===== src/rtl/saq_pkg.sv =====
`timescale 1ns / 1ps
// -----------------------------------------------------------------------------
// saq_pkg
// Shared types and constants of the sorted array priority queue.
// -----------------------------------------------------------------------------
package saq_pkg;

  localparam int unsigned QUEUE_DEPTH_DEF   = 16;
  localparam int unsigned PRIORITY_BITS_DEF = 16;
  localparam int unsigned COUNT_W_DEF       = $clog2(QUEUE_DEPTH_DEF + 1);

  localparam int unsigned DATA_W    = 32;
  localparam int unsigned PRIO_IN_W = 16;

  localparam logic [DATA_W-1:0] NO_DATA = {DATA_W{1'b1}};

  typedef enum logic {
    OP_ENQ = 1'b0,
    OP_DEQ = 1'b1
  } op_e;

  typedef enum logic [1:0] {
    ST_DONE  = 2'd0,
    ST_FULL  = 2'd1,
    ST_EMPTY = 2'd2
  } status_e;

  // control from the request side to the sequencer
  typedef struct packed {
    logic start;
    logic ack;
  } seq_ctl_t;

  // finished result held by the sequencer
  typedef struct packed {
    logic              valid;
    status_e           status;
    logic [DATA_W-1:0] data;
  } seq_rsp_t;

endpackage


===== src/rtl/saq_req_if.sv =====
`timescale 1ns / 1ps
// -----------------------------------------------------------------------------
// saq_req_if
// Request channel: operation, data and priority with valid/ready.
// -----------------------------------------------------------------------------
interface saq_req_if
  import saq_pkg::*;
();
  logic                 valid;
  logic                 ready;
  op_e                  operation;
  logic [DATA_W-1:0]    data_value;
  logic [PRIO_IN_W-1:0] priority_req;

  modport source (output valid, operation, data_value, priority_req, input ready);
  modport sink   (input valid, operation, data_value, priority_req, output ready);
endinterface


===== src/rtl/saq_rsp_if.sv =====
`timescale 1ns / 1ps
// -----------------------------------------------------------------------------
// saq_rsp_if
// Result channel: status, removed data, count and flags with valid/ready.
// -----------------------------------------------------------------------------
interface saq_rsp_if
  import saq_pkg::*;
#(
  parameter int unsigned COUNT_W = COUNT_W_DEF
) ();
  logic               valid;
  logic               ready;
  status_e            status;
  logic [DATA_W-1:0]  head_data;
  logic [COUNT_W-1:0] count;
  logic               is_empty;
  logic               is_full;

  modport source (output valid, status, head_data, count, is_empty, is_full, input ready);
  modport sink   (input valid, status, head_data, count, is_empty, is_full, output ready);
endinterface


===== src/rtl/sorted_array_priority_queue_unit.sv =====
`timescale 1ns / 1ps
// -----------------------------------------------------------------------------
// sorted_array_priority_queue_unit
// Bounded priority queue kept sorted in a memory, lower priority value first.
// -----------------------------------------------------------------------------
// Usage:
//   req_i carries one request: an enqueue (data_value, priority_req) or a
//   dequeue. rsp_o returns one result per request: status, removed data,
//   count after the operation and the empty and full flags.
//   Entries of equal priority leave in arrival order.
// Flow:
//   One request is worked on at a time. An enqueue moves every entry with a
//   higher priority value one place toward the tail, a dequeue moves the
//   rest one place toward the head, a rejected enqueue or an empty dequeue
//   moves none. The single memory read and write port moves one entry per cycle.
//   req_i.ready is low while a request is worked on; the next request is
//   taken as soon as the result sits in the output register.
// Reset:
//   rst_ni clears the count, the queue is empty. The memory is not cleared.
// Stall:
//   A result held by a low rsp_o.ready stays stable; one more request may
//   complete behind it, then req_i.ready stays low until it drains.
// -----------------------------------------------------------------------------
module sorted_array_priority_queue_unit
  import saq_pkg::*;
#(
  parameter int unsigned QUEUE_DEPTH   = QUEUE_DEPTH_DEF,
  parameter int unsigned PRIORITY_BITS = PRIORITY_BITS_DEF
) (
  input  logic      clk_i,
  input  logic      rst_ni,
  saq_req_if.sink   req_i,
  saq_rsp_if.source rsp_o
);

  localparam int unsigned AW = $clog2(QUEUE_DEPTH);
  localparam int unsigned CW = $clog2(QUEUE_DEPTH + 1);

  logic                     busy_q;
  logic                     start_q;
  op_e                      op_q;
  logic [DATA_W-1:0]        data_q;
  logic [PRIORITY_BITS-1:0] prio_q;
  logic [31:0]              prio_ext;
  logic                     req_acc;

  seq_ctl_t                 ctl;
  seq_rsp_t                 seq_rsp;
  logic [CW-1:0]            seq_count;

  logic                     we;
  logic [AW-1:0]            waddr;
  logic [DATA_W-1:0]        wdata;
  logic [PRIORITY_BITS-1:0] wprio;
  logic                     re;
  logic [AW-1:0]            raddr;
  logic [DATA_W-1:0]        rdata;
  logic [PRIORITY_BITS-1:0] rprio;

  logic                     out_valid_q;
  status_e                  out_status_q;
  logic [DATA_W-1:0]        out_data_q;
  logic [CW-1:0]            out_count_q;

  assign req_i.ready = !busy_q;
  assign req_acc     = req_i.valid && !busy_q;
  assign prio_ext    = 32'(req_i.priority_req);

  assign ctl.start = start_q;
  assign ctl.ack   = seq_rsp.valid && (!out_valid_q || rsp_o.ready);

  always_ff @(posedge clk_i or negedge rst_ni) begin
    if (!rst_ni) begin
      busy_q      <= 1'b0;
      start_q     <= 1'b0;
      out_valid_q <= 1'b0;
    end else begin
      start_q <= req_acc;
      if (req_acc) begin
        busy_q <= 1'b1;
      end else if (ctl.ack) begin
        busy_q <= 1'b0;
      end
      if (ctl.ack) begin
        out_valid_q <= 1'b1;
      end else if (rsp_o.ready) begin
        out_valid_q <= 1'b0;
      end
    end
  end

  // request and result payload
  always_ff @(posedge clk_i) begin
    if (req_acc) begin
      op_q   <= req_i.operation;
      data_q <= req_i.data_value;
      prio_q <= prio_ext[PRIORITY_BITS-1:0];
    end
    if (ctl.ack) begin
      out_status_q <= seq_rsp.status;
      out_data_q   <= seq_rsp.data;
      out_count_q  <= seq_count;
    end
  end

  assign rsp_o.valid     = out_valid_q;
  assign rsp_o.status    = out_status_q;
  assign rsp_o.head_data = out_data_q;
  assign rsp_o.count     = out_count_q;
  assign rsp_o.is_empty  = (out_count_q == '0);
  assign rsp_o.is_full   = (out_count_q == CW'(QUEUE_DEPTH));

  saq_seq #(
    .QUEUE_DEPTH   (QUEUE_DEPTH),
    .PRIORITY_BITS (PRIORITY_BITS)
  ) u_seq (
    .clk_i   (clk_i),
    .rst_ni  (rst_ni),
    .ctl_i   (ctl),
    .op_i    (op_q),
    .data_i  (data_q),
    .prio_i  (prio_q),
    .rsp_o   (seq_rsp),
    .count_o (seq_count),
    .we_o    (we),
    .waddr_o (waddr),
    .wdata_o (wdata),
    .wprio_o (wprio),
    .re_o    (re),
    .raddr_o (raddr),
    .rdata_i (rdata),
    .rprio_i (rprio)
  );

  saq_store #(
    .QUEUE_DEPTH   (QUEUE_DEPTH),
    .PRIORITY_BITS (PRIORITY_BITS)
  ) u_store (
    .clk_i   (clk_i),
    .we_i    (we),
    .waddr_i (waddr),
    .wdata_i (wdata),
    .wprio_i (wprio),
    .re_i    (re),
    .raddr_i (raddr),
    .rdata_o (rdata),
    .rprio_o (rprio)
  );

endmodule


===== src/rtl/saq_store.sv =====
`timescale 1ns / 1ps
// -----------------------------------------------------------------------------
// saq_store
// Entry memory: one write port, one read port with registered read data.
// -----------------------------------------------------------------------------
module saq_store
  import saq_pkg::*;
#(
  parameter int unsigned QUEUE_DEPTH   = QUEUE_DEPTH_DEF,
  parameter int unsigned PRIORITY_BITS = PRIORITY_BITS_DEF,
  localparam int unsigned AW           = $clog2(QUEUE_DEPTH)
) (
  input  logic                     clk_i,
  input  logic                     we_i,
  input  logic [AW-1:0]            waddr_i,
  input  logic [DATA_W-1:0]        wdata_i,
  input  logic [PRIORITY_BITS-1:0] wprio_i,
  input  logic                     re_i,
  input  logic [AW-1:0]            raddr_i,
  output logic [DATA_W-1:0]        rdata_o,
  output logic [PRIORITY_BITS-1:0] rprio_o
);

  logic [DATA_W-1:0]        data_mem [QUEUE_DEPTH];
  logic [PRIORITY_BITS-1:0] prio_mem [QUEUE_DEPTH];

  always_ff @(posedge clk_i) begin
    if (we_i) begin
      data_mem[waddr_i] <= wdata_i;
      prio_mem[waddr_i] <= wprio_i;
    end
  end

  always_ff @(posedge clk_i) begin
    if (re_i) begin
      rdata_o <= data_mem[raddr_i];
      rprio_o <= prio_mem[raddr_i];
    end
  end

endmodule


===== src/rtl/saq_seq.sv =====
`timescale 1ns / 1ps
// -----------------------------------------------------------------------------
// saq_seq
// Sequencer: shifts entries one per cycle through the single compare unit
// for an insert, or one per cycle toward the head for a removal.
// -----------------------------------------------------------------------------
module saq_seq
  import saq_pkg::*;
#(
  parameter int unsigned QUEUE_DEPTH   = QUEUE_DEPTH_DEF,
  parameter int unsigned PRIORITY_BITS = PRIORITY_BITS_DEF,
  localparam int unsigned AW           = $clog2(QUEUE_DEPTH),
  localparam int unsigned CW           = $clog2(QUEUE_DEPTH + 1)
) (
  input  logic                     clk_i,
  input  logic                     rst_ni,
  input  seq_ctl_t                 ctl_i,
  input  op_e                      op_i,
  input  logic [DATA_W-1:0]        data_i,
  input  logic [PRIORITY_BITS-1:0] prio_i,
  output seq_rsp_t                 rsp_o,
  output logic [CW-1:0]            count_o,
  output logic                     we_o,
  output logic [AW-1:0]            waddr_o,
  output logic [DATA_W-1:0]        wdata_o,
  output logic [PRIORITY_BITS-1:0] wprio_o,
  output logic                     re_o,
  output logic [AW-1:0]            raddr_o,
  input  logic [DATA_W-1:0]        rdata_i,
  input  logic [PRIORITY_BITS-1:0] rprio_i
);

  typedef enum logic [2:0] {
    S_IDLE,
    S_INS_CMP,
    S_INS_WR,
    S_DEQ_HEAD,
    S_DEQ_SHIFT,
    S_DONE
  } state_e;

  state_e            state_q, state_d;
  logic [CW-1:0]     count_q, count_d;
  logic [AW-1:0]     pos_q, pos_d;
  status_e           status_q, status_d;
  logic [DATA_W-1:0] data_q, data_d;

  always_comb begin
    state_d  = state_q;
    count_d  = count_q;
    pos_d    = pos_q;
    status_d = status_q;
    data_d   = data_q;
    we_o     = 1'b0;
    waddr_o  = pos_q;
    wdata_o  = data_i;
    wprio_o  = prio_i;
    re_o     = 1'b0;
    raddr_o  = pos_q;

    unique case (state_q)
      S_IDLE: begin
        if (ctl_i.start) begin
          if (op_i == OP_ENQ) begin
            if (count_q == CW'(QUEUE_DEPTH)) begin
              status_d = ST_FULL;
              data_d   = '0;
              state_d  = S_DONE;
            end else if (count_q == '0) begin
              pos_d   = '0;
              state_d = S_INS_WR;
            end else begin
              re_o    = 1'b1;
              raddr_o = AW'(count_q - CW'(1));
              pos_d   = AW'(count_q);
              state_d = S_INS_CMP;
            end
          end else begin
            if (count_q == '0) begin
              status_d = ST_EMPTY;
              data_d   = NO_DATA;
              state_d  = S_DONE;
            end else begin
              re_o    = 1'b1;
              raddr_o = '0;
              state_d = S_DEQ_HEAD;
            end
          end
        end
      end
      // read data holds entry pos-1; move it up while the new priority is lower
      S_INS_CMP: begin
        if (prio_i < rprio_i) begin
          we_o    = 1'b1;
          wdata_o = rdata_i;
          wprio_o = rprio_i;
          pos_d   = pos_q - AW'(1);
          if (pos_q == AW'(1)) begin
            state_d = S_INS_WR;
          end else begin
            re_o    = 1'b1;
            raddr_o = pos_q - AW'(2);
          end
        end else begin
          we_o     = 1'b1;
          count_d  = count_q + CW'(1);
          status_d = ST_DONE;
          data_d   = '0;
          state_d  = S_DONE;
        end
      end
      S_INS_WR: begin
        we_o     = 1'b1;
        count_d  = count_q + CW'(1);
        status_d = ST_DONE;
        data_d   = '0;
        state_d  = S_DONE;
      end
      S_DEQ_HEAD: begin
        data_d   = rdata_i;
        status_d = ST_DONE;
        if (count_q == CW'(1)) begin
          count_d = '0;
          state_d = S_DONE;
        end else begin
          re_o    = 1'b1;
          raddr_o = AW'(1);
          pos_d   = '0;
          state_d = S_DEQ_SHIFT;
        end
      end
      // read data holds entry pos+1, written one place toward the head
      S_DEQ_SHIFT: begin
        we_o    = 1'b1;
        wdata_o = rdata_i;
        wprio_o = rprio_i;
        if ((CW'(pos_q) + CW'(1)) == (count_q - CW'(1))) begin
          count_d = count_q - CW'(1);
          state_d = S_DONE;
        end else begin
          re_o    = 1'b1;
          raddr_o = pos_q + AW'(2);
          pos_d   = pos_q + AW'(1);
        end
      end
      S_DONE: begin
        if (ctl_i.ack) begin
          state_d = S_IDLE;
        end
      end
      default: begin
        state_d = S_IDLE;
      end
    endcase
  end

  always_ff @(posedge clk_i or negedge rst_ni) begin
    if (!rst_ni) begin
      state_q  <= S_IDLE;
      count_q  <= '0;
      pos_q    <= '0;
      status_q <= ST_DONE;
      data_q   <= '0;
    end else begin
      state_q  <= state_d;
      count_q  <= count_d;
      pos_q    <= pos_d;
      status_q <= status_d;
      data_q   <= data_d;
    end
  end

  assign rsp_o.valid  = (state_q == S_DONE);
  assign rsp_o.status = status_q;
  assign rsp_o.data   = data_q;
  assign count_o      = count_q;

endmodule


===== src/flat_wrapper.sv =====
// flat-port wrapper written by rule: the top's interface ports become plain ports
module sorted_array_priority_queue_unit_flat import saq_pkg::*;
#(
  parameter int unsigned QUEUE_DEPTH   = QUEUE_DEPTH_DEF,
  parameter int unsigned PRIORITY_BITS = PRIORITY_BITS_DEF
)
  (clk_i, rst_ni, req_i_valid, req_i_operation, req_i_data_value, req_i_priority_req, req_i_ready, rsp_o_valid, rsp_o_status, rsp_o_head_data, rsp_o_count, rsp_o_is_empty, rsp_o_is_full, rsp_o_ready);
  saq_req_if req_i_i ();
  saq_rsp_if rsp_o_i ();
  input  logic clk_i;
  input  logic rst_ni;
  input wire logic [$bits(req_i_i.valid)-1:0] req_i_valid;
  input wire logic [$bits(req_i_i.operation)-1:0] req_i_operation;
  input wire logic [$bits(req_i_i.data_value)-1:0] req_i_data_value;
  input wire logic [$bits(req_i_i.priority_req)-1:0] req_i_priority_req;
  output wire logic [$bits(req_i_i.ready)-1:0] req_i_ready;
  output wire logic [$bits(rsp_o_i.valid)-1:0] rsp_o_valid;
  output wire logic [$bits(rsp_o_i.status)-1:0] rsp_o_status;
  output wire logic [$bits(rsp_o_i.head_data)-1:0] rsp_o_head_data;
  output wire logic [$bits(rsp_o_i.count)-1:0] rsp_o_count;
  output wire logic [$bits(rsp_o_i.is_empty)-1:0] rsp_o_is_empty;
  output wire logic [$bits(rsp_o_i.is_full)-1:0] rsp_o_is_full;
  input wire logic [$bits(rsp_o_i.ready)-1:0] rsp_o_ready;
  assign req_i_i.valid = req_i_valid;
  assign req_i_i.operation = req_i_operation;
  assign req_i_i.data_value = req_i_data_value;
  assign req_i_i.priority_req = req_i_priority_req;
  assign req_i_ready = req_i_i.ready;
  assign rsp_o_valid = rsp_o_i.valid;
  assign rsp_o_status = rsp_o_i.status;
  assign rsp_o_head_data = rsp_o_i.head_data;
  assign rsp_o_count = rsp_o_i.count;
  assign rsp_o_is_empty = rsp_o_i.is_empty;
  assign rsp_o_is_full = rsp_o_i.is_full;
  assign rsp_o_i.ready = rsp_o_ready;
  sorted_array_priority_queue_unit #(.QUEUE_DEPTH(QUEUE_DEPTH), .PRIORITY_BITS(PRIORITY_BITS)) u_core (.clk_i(clk_i), .rst_ni(rst_ni), .req_i(req_i_i), .rsp_o(rsp_o_i));
endmodule

===== config.mk =====
export PLATFORM = sky130hd
export DESIGN_NAME = sorted_array_priority_queue_unit_flat
export DESIGN_NICKNAME = d
export VERILOG_FILES = /design/src/rtl/saq_pkg.sv /design/src/rtl/saq_req_if.sv /design/src/rtl/saq_rsp_if.sv /design/src/rtl/sorted_array_priority_queue_unit.sv /design/src/rtl/saq_store.sv /design/src/rtl/saq_seq.sv /design/src/flat_wrapper.sv
export SDC_FILE = /design/constraint.sdc
export NUM_CORES = 1
export LEC_CHECK = 0
export BUFFER_PORTS_ARGS = -buffer_cell sky130_fd_sc_hd__clkbuf_2
export CORE_MARGIN = 4
export CORE_UTILIZATION = 70
export CTS_BUF_LIST = sky130_fd_sc_hd__clkbuf_8
export CTS_CLUSTER_DIAMETER = 30
export DETAILED_ROUTE_END_ITERATION = 8
export GPL_TIMING_DRIVEN = 0
export PLACE_DENSITY = 0.84
export SLEW_MARGIN = 15
export SYNTH_ARGS = -nofsm -noshare
export SYNTH_HDL_FRONTEND = slang
export SYNTH_SLANG_ARGS = --single-unit
export TNS_END_PERCENT = 5

===== constraint.sdc =====
create_clock -name clk_i -period 15.9 [get_ports clk_i]
set_input_delay 3.18 -clock clk_i [delete_from_list [all_inputs] [get_ports clk_i]]
set_output_delay 3.18 -clock clk_i [all_outputs]
set_load 0.005 [all_outputs]

== Word level (Yosys, flattened, before mapping) ==
Memories as Yosys holds them, arrays and structs flattened. A register that Yosys moved wholly into a read port is not among the register bits.
Cells that the tools add are included.

* Output and inout port bits: 43
* Word-level logic and storage cells: 133
* Bits in registers: 137
* Bits of input ports: 53
* Memories: 2
* Memory bits (writable): 768

* Multiplexer cells: 65
* $lt $le $gt $ge: 1
* Reductions and logical operators: 21
* Equal/unequal tests: 23
* $add $sub $neg: 7

{| class="wikitable"
|+ Memory list
! name !! words !! bits a word !! rd ports !! clocked after Yosys merged registers in !! write ports !! line !! source
|-
| u_core.u_store.data_mem || 16 || 32 || 1 || 1 || 1 || saq_store.sv:24 || <nowiki>logic [DATA_W-1:0] data_mem [QUEUE_DEPTH];</nowiki>
|-
| u_core.u_store.prio_mem || 16 || 16 || 1 || 1 || 1 || saq_store.sv:25 || <nowiki>logic [PRIORITY_BITS-1:0] prio_mem [QUEUE_DEPTH];</nowiki>
|}

{| class="wikitable"
|+ Operator list
! cell !! count
|-
| $mux 32 || 6
|-
| $pmux 32 s4 || 1
|-
| $mux 4 || 16
|-
| $pmux 32 s2 || 1
|-
| $pmux 16 s2 || 1
|-
| $pmux 4 s4 || 2
|-
| $mux 3 || 8
|-
| $pmux 5 s4 || 1
|-
| $pmux 3 s6 || 1
|-
| $lt 16x16->1 || 1
|-
| $mux 1 || 16
|-
| $mux 16 || 1
|-
| $ne 2x2->1 const B || 8
|-
| $mux 5 || 3
|-
| $mux 2 || 6
|-
| $reduce_bool 4->1 || 3
|-
| $eq 5x5->1 const B || 2
|-
| $logic_not 5->1 || 2
|-
| $reduce_and 5->1 || 2
|-
| $reduce_and 4->1 || 2
|-
| $reduce_and 7->1 || 1
|-
| $eq 3x2->1 const B || 2
|-
| $eq 3x3->1 const B || 2
|-
| $ne 3x3->1 const B || 2
|-
| other kinds (23) || 27
|}

== Logic depth before layout (Yosys ltp) ==
Gate-level depths: netlist (run 1).

* Depth in word-level cells: 6
* Gate-level depth with buffers: 15
* Gate-level depth less buffers: 11

== Hierarchy ==
A second synthesis (run 1) with hierarchy kept.

* Cells, all modules: 1,789
* Area total of the unflattened synthesis: 36,845.3 µm²

{| class="wikitable"
|+ Modules (own cells, without submodules)
! module !! area each (µm²) !! times used !! cells each !! seq. area each (µm²)
|-
| saq_store || 30,171.4 || 1 || 1,242 || 24,503.5
|-
| saq_seq || 3,897.5 || 1 || 446 || 1,151.1
|-
| sorted_array_priority_queue_unit || 2,776.4 || 1 || 101 || 2,717.6
|}

== Least setup slack after synthesis (run 1) ==
OpenSTA, ideal clock, no wires.

* Path type: input port to flip-flop
* Start: in req_i_valid
* End: reg u_core.data_q[0], enable pin
* Slack: 10.035 ns
* Setup time: 0.464 ns
* Buffers on the path: 0
* Stages: 1
* Required time: 15.436 ns
* Arrival time: 5.401 ns
* Cells stage by stage: nor2b_1

* Longest elaborated chain between the ends: 1

{| class="wikitable"
|+ RTL lines
! what !! line !! source
|-
| from (decl) || flat_wrapper.sv:12 || <nowiki>input wire logic [$bits(req_i_i.valid)-1:0] req_i_valid;</nowiki>
|-
| $logic_and 1x1->1 || sorted_array_priority_queue_unit.sv:66 || <nowiki>assign req_acc = req_i.valid && !busy_q;</nowiki>
|-
| to (signal assigned) || sorted_array_priority_queue_unit.sv:96 || <nowiki>data_q <= req_i.data_value;</nowiki>
|-
| to (decl) || sorted_array_priority_queue_unit.sv:42 || <nowiki>logic [DATA_W-1:0] data_q;</nowiki>
|}

No other way between the ends.
A chain may end at the register's enable or synchronous reset.

== Worst setup path in the final report (run 1) ==
* Start: reg u_core.u_seq.count_q[1] (netlist: u_core.u_seq.count_o[1])
* End: reg u_core.u_store.rprio_o[4], read port of u_core.u_store.prio_mem, data pin

* Longest elaborated chain between the ends: 6
* Elaborated cells on any way between the ends: 20
* Classes of those cells: add/sub: 1; eq/ne: 3; mux: 15; reduce/logical: 1

{| class="wikitable"
|+ RTL lines
! what !! line !! source
|-
| from (decl) || saq_seq.sv:43 || <nowiki>logic [CW-1:0] count_q, count_d;</nowiki>
|-
| from (signal assigned) || saq_seq.sv:166 || <nowiki>count_q <= count_d;</nowiki>
|-
| $sub 5x1->5 / $logic_not 5->1 (equally long branches) || saq_seq.sv:137, saq_seq.sv:69, saq_seq.sv:79 ||
|-
| $mux 4 / $mux 1 (equally long branches) || saq_seq.sv:69, saq_seq.sv:79 ||
|-
| $mux 4 / $mux 1 (equally long branches) || saq_seq.sv:65 || <nowiki>if (count_q == CW'(QUEUE_DEPTH)) begin</nowiki>
|-
| $mux 4 / $mux 1 (equally long branches) || saq_seq.sv:64 || <nowiki>if (op_i == OP_ENQ) begin</nowiki>
|-
| $mux 4 / $mux 1 (equally long branches) || saq_seq.sv:63 || <nowiki>if (ctl_i.start) begin</nowiki>
|-
| $pmux 4 s4 / $pmux 1 s4 (equally long branches) || saq_seq.sv:61 || <nowiki>unique case (state_q)</nowiki>
|-
| to (decl) || saq_store.sv:21 || <nowiki>output logic [PRIORITY_BITS-1:0] rprio_o</nowiki>
|}

Several ways; a longest one is shown, not always the timed one.

==> flow_summary.toml, run 1 <==
[synth]
netlist.top_cell.by_area = "edfxtp_1"
synth_most_common_cell = "edfxtp_1"
synth_area_um2 = 38800
synth_cell_type_count = 70
ys_seq_area_share_pct = 73.1
ys_ff_latch = 953
synthTopCellsByCount = "edfxtp_1 (904), a211o_1 (240), clkbuf_1 (175), a21boi_0 (143), a21oi_1 (136)"
synthTopCellsByArea = "edfxtp_1 (70%), a211o_1 (5.4%), dfrtp_1 (3.2%)"
synth-async-reset-ratio_pct = 5.14
synth_top_area_share_pct = 69.9
synth_cells = 2537
synth_edf_count = 904
synth_ff_type = "edfxtp_1"
ys_warn_count = 0
syn_avg_cell_area_um2 = 15.3
synth_nets = 2617

[worst_setup_path]
worst_ep_arrival_time_ns = 6.62
cp-start-kind = "register"
critPathKind = "reg2reg"
cp-end-kind = "register"
critPathRequiredTime_ns = 16.41
cp_max_fo = 10

[sta]
period_needed_ns = 6.11
tightest_slew_ns = 1.21
skew_ns = 0.0400
fmax_ghz = 0.164
setup_viol = 0
finalCritPeriodShare_pct = 38.4
rsz0062_at_grt = "false"
max_slew_margin_pct = 19.1
drv_slew = 0
finalHoldViolations = 0
tns_ns = 0

[routing]
drt_wl_total_um = 110000
first_pass_iters = 6
wl_per_cell_um = 29.4
via_count = 26772
ant_nets = 0
drt-initial-drc-count = 4438
drc = 0
vias_per_cell = 7.16

[outcome]
outcome = "finished clean"

[layout]
synthToLayoutAreaGrowth_pct = 14.7
postLayoutCoreUtil_pct = 80.9
drive_gt1_share_pct = 16.0
nets = 2938

[clocking]
numCtsBuffers = 159
clock_latency_ns = 0.84
cts-root-buf = "clkbuf_8"
hold_buffers = 0
numClockSinks = 953
ctsResizeCount = 0
clk_pin_slew_worst_paths_ns = 0.06
post_cts_buffers = 0
cts_tree = "built"
cts_max_path_buffers = 3
cts_htree_levels = 4

[floorplanning]
fp-row-count = 86
die-area_um2 = 59300
coreArea_um2 = 55000
initial_core_util_pct = 70.6
io_pins = 96
fp.dieH_um = 243
die_x_um = 243

[job]
maxCapViolations = 0

[global_routing]
grt_overflow_total = 0
antenna_found_initial = 4
grt_pass1_vias = 26648
grt_max_degree = 38
grt_usage_pct = 36.7
grt_pass1_wl_um = 162000

[place]
portBuffers = 95
hpwl_um = 72100
gp_congestion = 0.913

[worst_hold_path]
hold_class = "reg2reg"
registers in the layout (all words and copies together) (netlist names):
| signal | count |
|---|---|
| u_core.u_store.data_mem | 512 |
| u_core.u_store.prio_mem | 256 |
| u_core.data_q | 32 |
| u_core.rsp_o.head_data | 32 |
| u_core.u_seq.data_q | 32 |
| u_core.u_store.rdata_o | 32 |
| u_core.prio_q | 16 |
| u_core.u_store.rprio_o | 16 |
| u_core.rsp_o.count | 5 |
| u_core.u_seq.count_o | 5 |
| u_core.u_seq.waddr_o | 4 |
| u_core.u_seq.state_q | 3 |
| u_core.rsp_o.status | 2 |
| u_core.u_seq.status_q | 2 |
| u_core.busy_q | 1 |
| u_core.op_q | 1 |
| u_core.rsp_o.valid | 1 |
| u_core.start_q | 1 |
worst max-delay path: stages (launching register included):
cell	delay (ns)
dfrtp_1	0.40
clkbuf_1	0.20
inv_1	0.18
ha_1	0.17
nor3b_1	0.59
a21boi_0	0.41
nand2_1	0.28
a21o_1	0.16
clkbuf_1	0.77
clkbuf_1	0.80
clkbuf_1	0.71
clkbuf_1	0.67
a211o_1	0.26
nand4_1	0.16
per-stage QoR:
step / cell area [µm²] / setup WS (ns) / hold WS [ns] / cells
detailed placement: 41300 / 10.23 / 0.431 / 3445
CTS: 44500 / 10.07 / 0.442 / 3735
finish: 44500 / 9.79 / 0.440 / 3737
global route: 44500 / 9.64 / 0.451 / 3736
global placement: 40200 / 7.69 / 0.429 / 3380
floorplan: 38800 / 10.04 / 0.421 / 2537
per-layer routing:
layer	track usage [%]	part of all wire (%)	up-vias
li1	-	-	10974
met1	46.3	33	12864
met2	57.1	46	2482
met3	12.5	15	450
met4	19.5	5.5	2
met5	0	0.015	-
worst paths after layout:
check,from,to,slack [ns],cells after the start
max,u_core.u_seq.count_o[1],u_core.u_store.rprio_o[4],9.79,13
max in group asynchronous,rst_ni,u_core.u_seq.data_q[18],13.03,2
min,u_core.u_seq.count_o[4],u_core.rsp_o.count[4],0.44,0
min in group asynchronous,rst_ni,u_core.u_seq.waddr_o[0],2.31,1
min reg2reg,u_core.u_seq.count_o[4],u_core.rsp_o.count[4],0.44,0
max reg2reg,u_core.u_seq.count_o[1],u_core.u_store.rprio_o[4],9.79,13
cell families (layout without fill, tap and decap cells):
logic type / after synthesis / count (layout) / share of synthesized area (%)
mux: 83 / 83 / 2.26
compound gates: 896 / 896 / 17.0
xor+xnor: 11 / 11 / 0.248
flops: 953 / 953 / 73.1
buf+inv: 249 / 699 / 2.55
simple gates: 318 / 318 / 4.02
fa+ha+maj: 27 / 27 / 0.870
other cells: 0 / 2 / 0
cell usage in the layout (no fill, tap or decap), types with 28 or more instances in the layout:
cell type  synthesis  final
nand4_1           49     49
clkinv_1           1     30
a31oi_1           98     98
edfxtp_1         904    904
clkbuf_2           0     95
a211o_1          240    240
o2111ai_1         47     47
inv_1             24     65
dfrtp_1           49     49
clkbuf_8           0    164
a311o_1           48     48
nand2_1          103    103
clkbuf_1         175    175
or3_1             50     50
a21boi_0         143    143
buf_4              1     33
nor2_1            73     61
o22ai_1          100    100
a21oi_1          136    134
mux2i_1           47     47
buf_2             28     28
mux2_2            36     36
area by class of cell:
| type | count | area (µm²) |
|---|---|---|
| flip-flops and latches | 953 | 28400 |
| fillers | 2649 | 10500 |
| multi-input cells | 1335 | 9590 |
| clock buffers | 164 | 2260 |
| repair buffers | 160 | 1380 |
| clock inverters | 126 | 976 |
| well taps | 748 | 936 |
| plain buffers | 224 | 895 |
| inverters | 25 | 93.8 |
| diodes | 2 | 5.00 |
Power of run 1 is not shown: default switching activity piles up to over one toggle a cycle in this logic, so the estimate is an artifact.
==> run 2, diff against run 1 <==
ABC_AREA = 1   (was not set)
CORE_UTILIZATION = 65   (was 70)
PLACE_DENSITY = 0.78   (was 0.84)
clock period = 5.69 ns   (was 15.9 ns; I/O delays follow)
==> run 2 against run 1 <==
Net effect: hold slack worse by 0.24 ns; wire length down 5.6%; synthesized area up 6.3%; first-iteration DRC count down 24%; final area grew 5.0%; highest routed layer unchanged; synthesized cell count grew 40%.
==> flow_summary.toml, run 2 <==
[layout]
synthToLayoutAreaGrowth_pct = 13.2
reg_top3 = "u_core.u_store.data_mem: 512 flops, u_core.u_store.prio_mem: 256 flops"
final_common_cell = "edfxtp_1"
multi_input_area_um2 = 9660
drive_gt1_share_pct = 16.1
regMostFlops = "u_core.u_store.data_mem"
postLayoutCoreUtil_pct = 74.2
fill_cells = 4129
nets = 3909
largest_reg_flops = 512
area.sequential_um2 = 28400
layout_common_cells = "edfxtp_1 (904), nand2_1 (785), inv_1 (568)"

[place]
pre_cts_ws_ns = 1.69
gp_congestion = 0.890
hpwl_um = 65500
portBuffers = 95

[worst_setup_path]
critPathKind = "reg2reg"
path_cells = "nor2_2 -> inv_1 -> nor2_1 -> inv_1 -> nand2_1 -> buf_2 -> buf_2 -> nand2_1 -> o21ai_1"
max_stage_delay_ns = 0.57
cp_max_fo = 16
critPathRequiredTime_ns = 6.15
worst_ep_arrival_time_ns = 4.48
cp-start-kind = "register"
slowest_stage = "nor2_1"
cp-end-kind = "register"

[sta]
fin_ws_ns = 1.67
tightest_slew_ns = 1.19
skew_ns = 0.0302
finalHoldViolations = 0
max_slew_margin_pct = 20.4
period_needed_ns = 4.02
rsz0062_at_grt = "false"
fmax_ghz = 0.249
setup_viol = 0
tns_ns = 0
finalCritPeriodShare_pct = 70.6
drv_slew = 0

[clocking]
clk_pin_slew_worst_paths_ns = 0.05
cts-root-buf = "clkbuf_8"
cts_tree = "built"
numCtsBuffers = 167
hold_buffers = 0
cts_max_path_buffers = 3
post_cts_buffers = 0
ctsResizeCount = 0
cts_htree_levels = 4
numClockSinks = 953
clock_latency_ns = 0.82

[synth]
synth_edf_count = 904
syn_avg_cell_area_um2 = 11.6
synth_cells = 3550
synth_top_area_share_pct = 65.8
ys_warn_count = 0
synth_ff_type = "edfxtp_1"
synthTopCellsByCount = "edfxtp_1 (904), nand2_1 (785), inv_1 (552), nand3_1 (402), o21ai_0 (240)"
ys_seq_area_share_pct = 68.8
synthTopCellsByArea = "edfxtp_1 (66%), nand2_1 (7.1%), inv_1 (5.0%)"
synth_cell_type_count = 45
synth-async-reset-ratio_pct = 5.14
synth_most_common_cell = "edfxtp_1"
ys_ff_latch = 953
netlist.top_cell.by_area = "edfxtp_1"
synth_area_um2 = 41300
synth_nets = 3630

[floorplanning]
fp.dieH_um = 260
fp-row-count = 92
io_pins = 96
initial_core_util_pct = 65.5
die_x_um = 260
coreArea_um2 = 63000
die-area_um2 = 67600

[global_routing]
grt_pass1_vias = 26844
grt_overflow_total = 0
grt_pass1_wl_um = 155000
grt_max_degree = 49
grt_usage_pct = 30.9
antenna_found_initial = 10

[outcome]
outcome = "finished clean"

[routing]
vias_per_cell = 5.71
wl_per_cell_um = 21.6
first_pass_iters = 9
ant_nets = 0
via_count = 27467
drt_wl_total_um = 104000
drc = 0
drt-initial-drc-count = 3395

[worst_hold_path]
hold_class = "in2async"

[job]
maxCapViolations = 0
run 2: cell count changes in the layout (fill, tap and decap cells not counted), sizes merged, moves of 96 or more:
cell    delta
nand2    +687
inv      +526
nand3    +396
a211o    -240
o21ai    +210
a21boi   -143
clkbuf   -123
o22ai     -97
a31oi     -96
run 2: layer usage:
layer  GRT usage [%]  wire length (µm)  vias to the layer above
met2            49.9             49500                     1608
met3            7.01             10900                      284
met4            14.6              4300                        6
met5               0                38                        -
met1            40.2             39000                    13049
li1                -                 -                    12520
run 2: kinds of logic after synthesis:
family | synth area share, %
AOI/OAI and AO/OA | 3.95
xor gates and xnor gates | 0.170
adders and majority gates | 0.819
buffers and inverters | 7.85
DFF | 68.8
muxes | 5.51
and+or+nand+nor | 12.9
run 2: path summary, 6_finish.rpt:
kind                                          from                             to  slack (ns)  cells after the start
max                        u_core.u_seq.state_q[1]  u_core.u_store.prio_mem[3][0]        1.67                      9
min in group clk_i          u_core.u_seq.data_q[8]      u_core.rsp_o.head_data[8]        0.45                      0
min reg2reg                 u_core.u_seq.data_q[8]      u_core.rsp_o.head_data[8]        0.45                      0
max reg2reg                u_core.u_seq.state_q[1]  u_core.u_store.prio_mem[3][0]        1.67                      9
min                                         rst_ni        u_core.u_seq.waddr_o[3]        0.20                      1
max in group asynchronous                   rst_ni        u_core.u_seq.data_q[23]        5.00                      2
run 2: through the flow:
step,hold WS [ns],cell area (µm²),std cells
2_1_floorplan,0.425,41300,3550
3_3_place_gp,0.431,42800,4491
3_5_place_dp,0.436,43200,4506
4_1_cts,0.133,46700,4809
5_1_grt,0.155,46700,4811
6_report,0.195,46700,4813
run 2: final cells by class:
type,instances,area share [%]
antenna,4,0.0214
inverter,591,4.84
tap,846,2.27
multi-input combinational,1828,20.7
clock buffer,182,5.36
timing repair buffer,110,1.73
sequential,953,60.7
clock inverter,121,2.16
buffer,178,2.19
run 2: critical path: cells and delay by family (launching register included):
family	cells	cell delay, ns
flops	1	0.46
buf+inv	4	1.24
compound gates	1	0.54
simple gates	4	1.42
Power of run 2 is left out for the same reason.
